<file path="config.mk">
export PLATFORM = sky130hd
export DESIGN_NAME = float_to_int_quantizer_core
export DESIGN_NICKNAME = d
export VERILOG_FILES = /design/src/ftiq_pkg.sv /design/src/float_to_int_quantizer_core.sv /design/src/ftiq_fmul.sv
export SDC_FILE = /design/constraint.sdc
export NUM_CORES = 2
export LEC_CHECK = 0
export BUFFER_PORTS_ARGS = -buffer_cell sky130_fd_sc_hd__buf_2
export CAP_MARGIN = 5
export CORE_MARGIN = 4
export CORE_UTILIZATION = 60
export DETAILED_ROUTE_END_ITERATION = 16
export PLACE_DENSITY = 0.77
export REMOVE_ABC_BUFFERS = 1
export SYNTH_ARGS = -nofsm -noshare
export SYNTH_HDL_FRONTEND = slang
export SYNTH_SLANG_ARGS = --single-unit
</file>
<file path="constraint.sdc">
create_clock -name clock -period 27.6 [get_ports clock]
set_input_delay 4.14 -clock clock [delete_from_list [all_inputs] [get_ports clock]]
set_output_delay 4.14 -clock clock [all_outputs]
set_load 0.03 [all_outputs]
</file>
<file path="src/ftiq_pkg.sv">
// ----------------------------------------------------------------------------
// ftiq_pkg
// shared constants and types for the float to int quantizer
// ----------------------------------------------------------------------------
package ftiq_pkg;

   localparam int unsigned FloatWidth = 32;
   localparam int unsigned QuantWidth = 16;
   localparam int unsigned CsrAddrWidth = 1;

   localparam logic [CsrAddrWidth-1:0] CSR_SCALE  = 1'b0;
   localparam logic [CsrAddrWidth-1:0] CSR_NARROW = 1'b1;

   localparam logic signed [QuantWidth-1:0] Q16_MAX = 16'sh7fff;
   localparam logic signed [QuantWidth-1:0] Q16_MIN = -16'sh8000;
   localparam logic signed [QuantWidth-1:0] Q8_MAX  = 16'sd127;
   localparam logic signed [QuantWidth-1:0] Q8_MIN  = -16'sd127;

   // decoded product handed from the multiplier stage to the convert stage
   typedef struct packed {
      logic        is_zero;   // product magnitude below one half
      logic        is_big;    // nan, inf or magnitude >= 2^31 before rounding
      logic        sign;
      logic [7:0]  exp;       // biased exponent of rounded product
      logic [23:0] mant;      // rounded mantissa with hidden bit
   } prod_type;

endpackage

</file>
<file path="src/float_to_int_quantizer_core.sv">
// ----------------------------------------------------------------------------
// float_to_int_quantizer_core
// float32 times scale, rounded to int32, saturated to int16 or int8
// start to rsp_valid passes the product register and then the result register
// throughput: one transfer per cycle, busy is always low
// reset: synchronous, scale 1.0, 16-bit mode, pipeline emptied
// receiver cannot stall: results leave as the strobe pulses
// ----------------------------------------------------------------------------
module float_to_int_quantizer_core (
   input  logic                     clock,
   input  logic                     reset,
   input  logic                     start,
   output logic                     busy,
   input  logic [31:0]              req_sample_bits,
   input  logic                     req_last_in,
   output logic                     rsp_valid,
   output logic signed [15:0]       rsp_quantized,
   output logic                     rsp_last_out,
   input  logic                     csr_valid,
   output logic                     csr_ready,
   input  logic [ftiq_pkg::CsrAddrWidth-1:0] csr_index,
   input  logic [31:0]              csr_data
);
   import ftiq_pkg::*;

   logic [31:0] scale_ff;
   logic        narrow_ff;
   prod_type    prod_in, prod_ff;
   logic        v1_ff, last1_ff;
   logic        v2_ff, last2_ff;
   logic signed [15:0] q_ff, q_in;

   // bits of the product below and above the binary point
   logic [5:0]  sh;
   logic [55:0] fix;     // integer in [55:24], fraction [23:0]
   logic [31:0] ipart;
   logic        half, frac_rest;
   logic [32:0] mag;
   logic signed [33:0] ival;

   assign busy      = 1'b0;
   assign csr_ready = 1'b1;

   // config writes
   always_ff @(posedge clock) begin
      if (reset) begin
         scale_ff  <= 32'h3f80_0000;
         narrow_ff <= 1'b0;
      end else if (csr_valid && csr_ready) begin
         case (csr_index)
            CSR_SCALE:  scale_ff  <= csr_data;
            CSR_NARROW: narrow_ff <= csr_data[0];
            default: ;
         endcase
      end
   end

   // stage one: multiply
   ftiq_fmul u_fmul (
      .a    (req_sample_bits),
      .b    (scale_ff),
      .prod (prod_in)
   );

   // stage two: round to integer and saturate
   always_comb begin
      // exp in 126..157 here; value = mant * 2^(exp-150)
      sh = 6'(prod_ff.exp - 8'd126);            // 0..31
      fix = {32'b0, prod_ff.mant} << sh;         // mant*2^(exp-126), frac is 24 bits
      // fraction is fix[23:0] scaled by 2^-24, integer fix[55:24]
      ipart = fix[55:24];
      half  = fix[23];
      frac_rest = fix[22:0] != '0;
      mag = {1'b0, ipart} + 33'((half && (frac_rest || ipart[0])) ? 1 : 0);
      ival = prod_ff.sign ? -34'(signed'({1'b0, mag})) : 34'(signed'({1'b0, mag}));
      if (prod_ff.is_zero) begin
         ival = '0;
      end
      if (prod_ff.is_big || ival > 34'sd2147483647) begin
         ival = -34'sd2147483648;
      end
      if (ival > 34'(Q16_MAX))      q_in = Q16_MAX;
      else if (ival < 34'(Q16_MIN)) q_in = Q16_MIN;
      else                          q_in = 16'(ival);
      if (narrow_ff) begin
         if (q_in > Q8_MAX)      q_in = Q8_MAX;
         else if (q_in < Q8_MIN) q_in = Q8_MIN;
      end
   end

   always_ff @(posedge clock) begin
      if (reset) begin
         v1_ff <= 1'b0;
         v2_ff <= 1'b0;
      end else begin
         v1_ff <= start && !busy;
         v2_ff <= v1_ff;
      end
      prod_ff  <= prod_in;
      last1_ff <= req_last_in;
      q_ff     <= q_in;
      last2_ff <= last1_ff;
   end

   assign rsp_valid     = v2_ff;
   assign rsp_quantized = q_ff;
   assign rsp_last_out  = last2_ff;

   // every accepted request shows up on rsp_valid after passing v1_ff and v2_ff
   a_lat: assert property (@(posedge clock) disable iff (reset)
      (start && !busy) |=> ##1 rsp_valid) else $error("lost result");
   a_narrow: assert property (@(posedge clock) disable iff (reset)
      (rsp_valid && $past(narrow_ff)) |-> (rsp_quantized >= Q8_MIN && rsp_quantized <= Q8_MAX))
      else $error("narrow range");
   a_nores: assert property (@(posedge clock) disable iff (reset)
      rsp_valid |-> $past(v1_ff)) else $error("spurious result");
endmodule

</file>
<file path="src/ftiq_fmul.sv">
// ----------------------------------------------------------------------------
// ftiq_fmul
// single precision multiply, round to nearest even, subnormals kept
// ----------------------------------------------------------------------------
module ftiq_fmul (
   input  logic [31:0]        a,
   input  logic [31:0]        b,
   output ftiq_pkg::prod_type prod
);
   import ftiq_pkg::*;

   logic        sa, sb, sp;
   logic [7:0]  ea, eb;
   logic [22:0] fa, fb;
   logic        a_nan, b_nan, a_inf, b_inf, a_z, b_z;
   logic [23:0] ma, mb;
   logic [47:0] raw;
   logic [5:0]  lz;
   logic [47:0] norm;
   logic signed [10:0] e_norm;  // exponent of norm[47]
   logic [48:0] shifted;        // extra sticky bit at position 0
   logic [5:0]  rsh;
   logic [24:0] keep;
   logic        g, st;
   logic [24:0] rnd;
   logic signed [10:0] e_fin;
   logic [23:0] m_fin;
   logic [7:0]  e_out;

   always_comb begin
      sa = a[31]; sb = b[31]; sp = sa ^ sb;
      ea = a[30:23]; eb = b[30:23];
      fa = a[22:0];  fb = b[22:0];
      a_nan = (ea == 8'hff) && (fa != '0);
      b_nan = (eb == 8'hff) && (fb != '0);
      a_inf = (ea == 8'hff) && (fa == '0);
      b_inf = (eb == 8'hff) && (fb == '0);
      a_z   = (ea == 8'h00) && (fa == '0);
      b_z   = (eb == 8'h00) && (fb == '0);
      ma = {(ea != 8'h00), fa};
      mb = {(eb != 8'h00), fb};
      raw = ma * mb;
      lz = 6'd0;
      for (int i = 0; i < 48; i++) begin
         if (raw[i]) lz = 6'(47 - i);
      end
      norm = raw << lz;
      // value = norm * 2^(ea' + eb' - 254 - 46 - lz), norm[47] weighted 2^(e-127)
      e_norm = 11'(signed'({3'b0, (ea == 8'h00) ? 8'd1 : ea}))
             + 11'(signed'({3'b0, (eb == 8'h00) ? 8'd1 : eb}))
             - 11'sd126 - 11'(signed'({5'b0, lz}));
      // subnormal result: shift right so exponent field becomes 1
      if (e_norm < 11'sd1) begin
         rsh = ((11'sd1 - e_norm) > 11'sd30) ? 6'd30 : 6'(11'sd1 - e_norm);
      end else begin
         rsh = 6'd0;
      end
      shifted = {norm, 1'b0} >> rsh;
      st = (({norm, 1'b0} & ~({49{1'b1}} << rsh)) != '0) || (shifted[23:0] != '0);
      keep = {1'b0, shifted[48:25]};
      g  = shifted[24];
      rnd = keep + 25'((g && (st || keep[0])) ? 1 : 0);
      e_fin = (e_norm < 11'sd1) ? 11'sd1 : e_norm;
      if (rnd[24]) begin
         m_fin = rnd[24:1];
         e_fin = e_fin + 11'sd1;
      end else begin
         m_fin = rnd[23:0];
      end
      e_out = (e_fin > 11'sd254) ? 8'hff : 8'(e_fin);

      prod.sign = sp;
      prod.exp  = e_out;
      prod.mant = m_fin;
      prod.is_big = a_nan || b_nan || a_inf || b_inf || (e_fin > 11'sd157);
      prod.is_zero = !prod.is_big && (a_z || b_z || raw == '0 || m_fin == '0
                     || e_fin < 11'sd126);
   end
endmodule

</file>
# ---- Word-level counts from Yosys, hierarchy flattened
# Index checks and enable logic that the tools add are counted.
dict set report op_classes {
  n_shift 4
  reduce_logical 37
  multipliers 1
  mux 65
  n_addsub 9
  bitwise 4
  n_eq_ne 2
  order_cmp 10
}
# operator count
set op_table {}
lappend op_table {{$mux W6} 50}
lappend op_table {{$mux W34} 3}
lappend op_table {{$mux W16} 5}
lappend op_table {{$reduce_bool A23 Y1} 3}
lappend op_table {{$shl A24 B6 Y56} 1}
lappend op_table {{$and A49 B49 Y49} 1}
lappend op_table {{$not A49 Y49} 1}
lappend op_table {{$reduce_bool A49 Y1} 1}
lappend op_table {{$shl A49 B6 Y49 const A} 1}
lappend op_table {{$shr A49 B6 Y49} 1}
lappend op_table {{$logic_not A48 Y1} 1}
lappend op_table {{$mul A24 B24 Y48} 1}
lappend op_table {{$shl A48 B6 Y48} 1}
lappend op_table {{$logic_not A23 Y1} 2}
lappend op_table {{$gt A34 B16 Y1 const B} 1}
lappend op_table {{$gt A34 B32 Y1 const B} 1}
lappend op_table {{$lt A34 B16 Y1 const B} 1}
lappend op_table {{$neg A33 Y34} 1}
lappend op_table {{$add A32 B1 Y33} 1}
lappend op_table {{$add A24 B25 Y25} 1}
lappend op_table {{$logic_not A24 Y1} 1}
lappend op_table {{$mux W24} 1}
lappend op_table {{$reduce_bool A24 Y1} 1}
lappend op_table {{$gt A11 B9 Y1 const B} 2}
lappend op_table {{other kinds (23)} 49}
dict set report word_totals {
  reg_bits 86
  output_inout_bits 20
  input_bits 70
}

# ---- Logic depth before layout (Yosys ltp)
dict set report logic_depth {
  depth_word 69
  ltp_mapped 68
  mapped_depth_nobuf 57
}

# ---- Cells and area by module
# A second synthesis with hierarchy kept.
dict set report hier_totals {
  cells_unflattened 4955
  hier_area_um2 39291.4
}
# module n_inst cells_each area_per_inst_um2
set by_module_without_submodules {}
lappend by_module_without_submodules {ftiq_fmul 1 3936 30969.7}
lappend by_module_without_submodules {float_to_int_quantizer_core 1 1019 8321.7}

# ---- Least setup slack after synthesis
# No wires, ideal clock.
dict set report synth_timing {
  kind {in2reg}
  start {in req_sample_bits[5]}
  end {reg prod_ff[14] (netlist bit)}
  n_path_buf 13
  slack_ps 9108
  stages 63
  t_arrival_ps 18357
  cell_sequence {clkbuf_1 -> and2_1 -> fa_1 -> inv_1 -> fa_1 -> fa_1 -> inv_1 -> fa_1 -> fa_1 -> inv_1 -> fa_1 -> fa_1 -> inv_1 -> ha_1 -> a21o_1 -> a2111oi_4 -> nor2_2 -> or3_1 -> [27 not listed] -> buf_4 -> a21oi_1 -> clkbuf_1 -> clkbuf_1 -> buf_1 -> clkbuf_1 -> a31oi_1 -> o211ai_1 -> nor3b_1 -> nor2_1 -> inv_1 -> ha_1 -> o21ai_1 -> or2_2 -> clkbuf_1 -> nor4b_1 -> xnor2_1 -> o22ai_1}
}
# element line
set synth_lines {}
lappend synth_lines {{start, declared} float_to_int_quantizer_core.sv:14} ;# input logic [31:0] req_sample_bits,
lappend synth_lines {{end signal, assigned} float_to_int_quantizer_core.sv:99} ;# prod_ff <= prod_in;
lappend synth_lines {{end, declared} float_to_int_quantizer_core.sv:28} ;# prod_type prod_in, prod_ff;

# ---- Worst setup path in the final report
dict set report layout_timing {
  start {in req_sample_bits[30]}
  end {reg prod_ff[28] (netlist bit)}
}
dict set report layout_via {
  elab_chain_cells 43
  word_cells_on_any_way 53
}
# element line
set layout_rtl {}
lappend layout_rtl {{$reduce_bool A8 Y1} ftiq_fmul.sv:40} ;# ma = {(ea != 8'h00), fa};
lappend layout_rtl {{$mul A24 B24 Y48} ftiq_fmul.sv:42} ;# raw = ma * mb;
lappend layout_rtl {{$mux W6 (25 in series)} ftiq_fmul.sv:45} ;# if (raw[i]) lz = 6'(47 - i);
lappend layout_rtl {{$sub A11 B7 Y11} ftiq_fmul.sv:51} ;# - 11'sd126 - 11'(signed'({5'b0, lz}));
lappend layout_rtl {{$sub A2 B11 Y11} ftiq_fmul.sv:54} ;# rsh = ((11'sd1 - e_norm) > 11'sd30) ? 6'd30 : 6'(11'sd1 - e_norm);
lappend layout_rtl {{$gt A11 B6 Y1} ftiq_fmul.sv:54}
lappend layout_rtl {{$mux W6} ftiq_fmul.sv:54}
lappend layout_rtl {{$mux W6} ftiq_fmul.sv:53} ;# if (e_norm < 11'sd1) begin
lappend layout_rtl {{[3 not listed]} n/a}
lappend layout_rtl {{$reduce_bool A49 Y1} ftiq_fmul.sv:59} ;# st = (({norm, 1'b0} & ~({49{1'b1}} << rsh)) != '0) || (shifted[23:0] != '0);
lappend layout_rtl {{$logic_or A1 B1 Y1} ftiq_fmul.sv:59}
lappend layout_rtl {{$logic_or A1 B1 Y1} ftiq_fmul.sv:62} ;# rnd = keep + 25'((g && (st || keep[0])) ? 1 : 0);
lappend layout_rtl {{$logic_and A1 B1 Y1} ftiq_fmul.sv:62}
lappend layout_rtl {{$mux W1} ftiq_fmul.sv:62}
lappend layout_rtl {{$add A24 B25 Y25} ftiq_fmul.sv:62}
lappend layout_rtl {{$mux W11 (*)} ftiq_fmul.sv:64} ;# if (rnd[24]) begin
lappend layout_rtl {{$gt A11 B9 Y1} ftiq_fmul.sv:70} ;# e_out = (e_fin > 11'sd254) ? 8'hff : 8'(e_fin);
# Mark *: on every way between the ends. The rest lies on a longest branch, timed or not.
# A chain may end at the register's enable or synchronous reset.

==> key figures <==
Detailed routing
  • Drt pass-1 iters: 9
  • Via/cell ratio: between 6 and 7
  • # DRC: 0
  • DRT iter0 DRCs: 4409
  • DR vias: between 30k and 40k
  • Drt wl/cell: about 22 microns
  • Post-DRT Antenna Nets: 0
  • Final wirelength: ~120 mm

Worst hold path
  • Hold Crit Class: reg -> reg

STA
  • Worst-margin pin slew: between 1 and 1.5 ns
  • Layout Skew: about 0.0094 ns
  • Final period util: 0.757
  • RSZ-0062 raised after global routing: false
  • Slew HR: 0.101
  • Slew Limit Fails: 0
  • Hold Vio Cnt, Final: 0
  • Final worst slack: about 6.7 ns
  • F_max: ~48 MHz
  • Final Critical Period: roughly 21 ns
  • Final setup vio count: 0
  • Fin Setup TNS: 0 ns

Worst setup path
  • Kind of critical path: in -> reg
  • Slowest stage delay, CP: roughly 0.75 ns
  • CP required: about 28 ns
  • CP Max Fanout: 62
  • Startpoint type of the worst setup path: input port
  • Crit-path slowest cell: a311oi_2
  • CP Capture Type: register
  • CP arrival: between 20 and 25 ns
  • R2R setup slack: 9.40 ns
  • Most used cell, CP: fa_1

Yosys
  • YS warnings: 0
  • Synth cell types: 120
  • Seq/Total Area, Yosys: 0.0465
  • Mean area per synthesized cell: ~8 sq um
  • Number of synthesized flops with an enable pin: 0
  • Mapped Area: 37000 sq um
  • Async SR Flop Fraction: 0
  • Cells after synthesis: 4752
  • Register bit total from synthesis: 86
  • Most used DFF post-synth: dfxtp_1

Die
  • Overall die height: 256 microns
  • Die Area: 65800 sq um
  • I/O pins: 90
  • Die width: around 260 microns
  • Initial Util: 0.610
  • Core region area: approximately 61000 sq um
  • Row count: 90

Clock network
  • H-tree depth: 3
  • CTS tree: yes
  • Worst-path clk slew: approximately 0.06 ns
  • Setup bufs post-CTS: 0
  • CTS max path bufs: 2
  • Clock Sinks: 86
  • Hold_buf cts: 0
  • Worst-skew pair later-pin latency: 0.35 ns
  • Resize count post-CTS: 0
  • CTS Root Cell: clkbuf_16
  • CTS Buf Count: 9

Cells and area
  • Layout Nets: 5377
  • Finished Core Util: 0.628
  • Number of fill cells in the layout: roughly 5.4k
  • Share of layout cells above drive strength 1: 0.0752
  • Commonest non-fill, non-tap cell in the layout: inv_1
  • Commonest cells after routing, fill and taps aside: 600 x inv_1, 553 x and2_1, 484 x fa_1, 405 x nand2_1, 265 x nor2_1
  • Reg area: approximately 1700 sq um
  • Synth-to-Final Area Change: 2.92%
  • Area of the multi-input gates: around 32000 sq um

Global route
  • Total track usage: 0.361
  • Largest net degree at the start of global routing: 63
  • Vias in the first global route: around 35k
  • First-pass GRT wire length: between 150 and 200 mm
  • Initial antenna violation count: 1
  • GRT overflow: 0

Placed design
  • Global placer's final weighted congestion: roughly 1.1
  • Dpl hpwl: ~94 mm
  • Worst Setup Slack post-DPL: about 6.7 ns
  • IO Port Bufs: just under 90

Outcome
  • Status: finished, final reports clean

Run
  • Max-cap violation count: 0
## critical path, delay by kind of cell
family | cells | cell delay, ns
xor gates and xnor gates | 1 | 0.21
AOI/OAI and AO/OA | 13 | 3.89
and+or+nand+nor | 17 | 4.12
muxes | 1 | 0.52
buffers and inverters | 13 | 2.82
adders and majority gates | 13 | 5.39
## area by class of cell
class | count | share of cell area
repair buffers | 158 | 0.0254
clock buffers | 11 | 0.00663
well taps | 782 | 0.0257
flip-flops and latches | 86 | 0.0452
inverters | 605 | 0.0596
clock inverters | 5 | 0.00167
multi-input cells | 3760 | 0.836
diodes | 1 | 0.0000656
## cells in the mapped netlist, drive strengths merged, types with 64 or more instances
cell type  number  area (sq um)
dfxtp          86          1720
fa            484          9690
nand2         405          1520
nor3          132           702
nand3         119           606
and2          555          3470
inv           605          2270
nor2          267          1010
clkbuf        214           803
a21oi         216          1100
mux2i          71           711
ha            203          2540
a211oi         64           490
buf            87           472
o21ai         164           821
## sequential cells by signal, indices dropped and copies added, names as in the netlist
register,flops
prod_ff,33
scale_ff,32
narrow_ff,1
rsp_valid,1
rsp_last_out,1
last1_ff,1
rsp_quantized,16
v1_ff,1
## worst paths after layout
path / start / endpoint / cells after the start
worst max-delay path: req_sample_bits[30] / prod_ff[28] / 58
worst min register to register: last1_ff / rsp_last_out / 0
worst max register to register: scale_ff[24] / prod_ff[28] / 57
worst min-delay path: last1_ff / rsp_last_out / 0
## layer usage
| metal | track usage | wire (microns) |
|---|---|---|
| met2 | 0.541 | 51500 |
| met5 | 0 | 18 |
| met3 | 0.104 | 15000 |
| met4 | 0.116 | 4440 |
| met1 | 0.506 | 49500 |
## through the flow
stage                     cells  hold slack (ns)  area (sq um)
after detailed placement   5391            0.330         37800
after global routing       5407            0.344         38100
after global placement     5391            0.312         37800
after floorplan            4451            0.310         35800
after CTS                  5407            0.339         38100
final                      5408            0.334         38100
## kinds of logic after synthesis
kind of cell    Yosys count  share of synthesized area
buf+inv                 906                     0.0957
flops                    86                     0.0465
fa+ha+maj               688                      0.330
mux                     143                     0.0508
xor+xnor                114                     0.0270
compound gates         1010                      0.191
other cells               2                   0.000203
simple gates           1803                      0.258
Power is not shown: default switching activity piles up to over one toggle a cycle in this logic, so the estimate is an artifact.
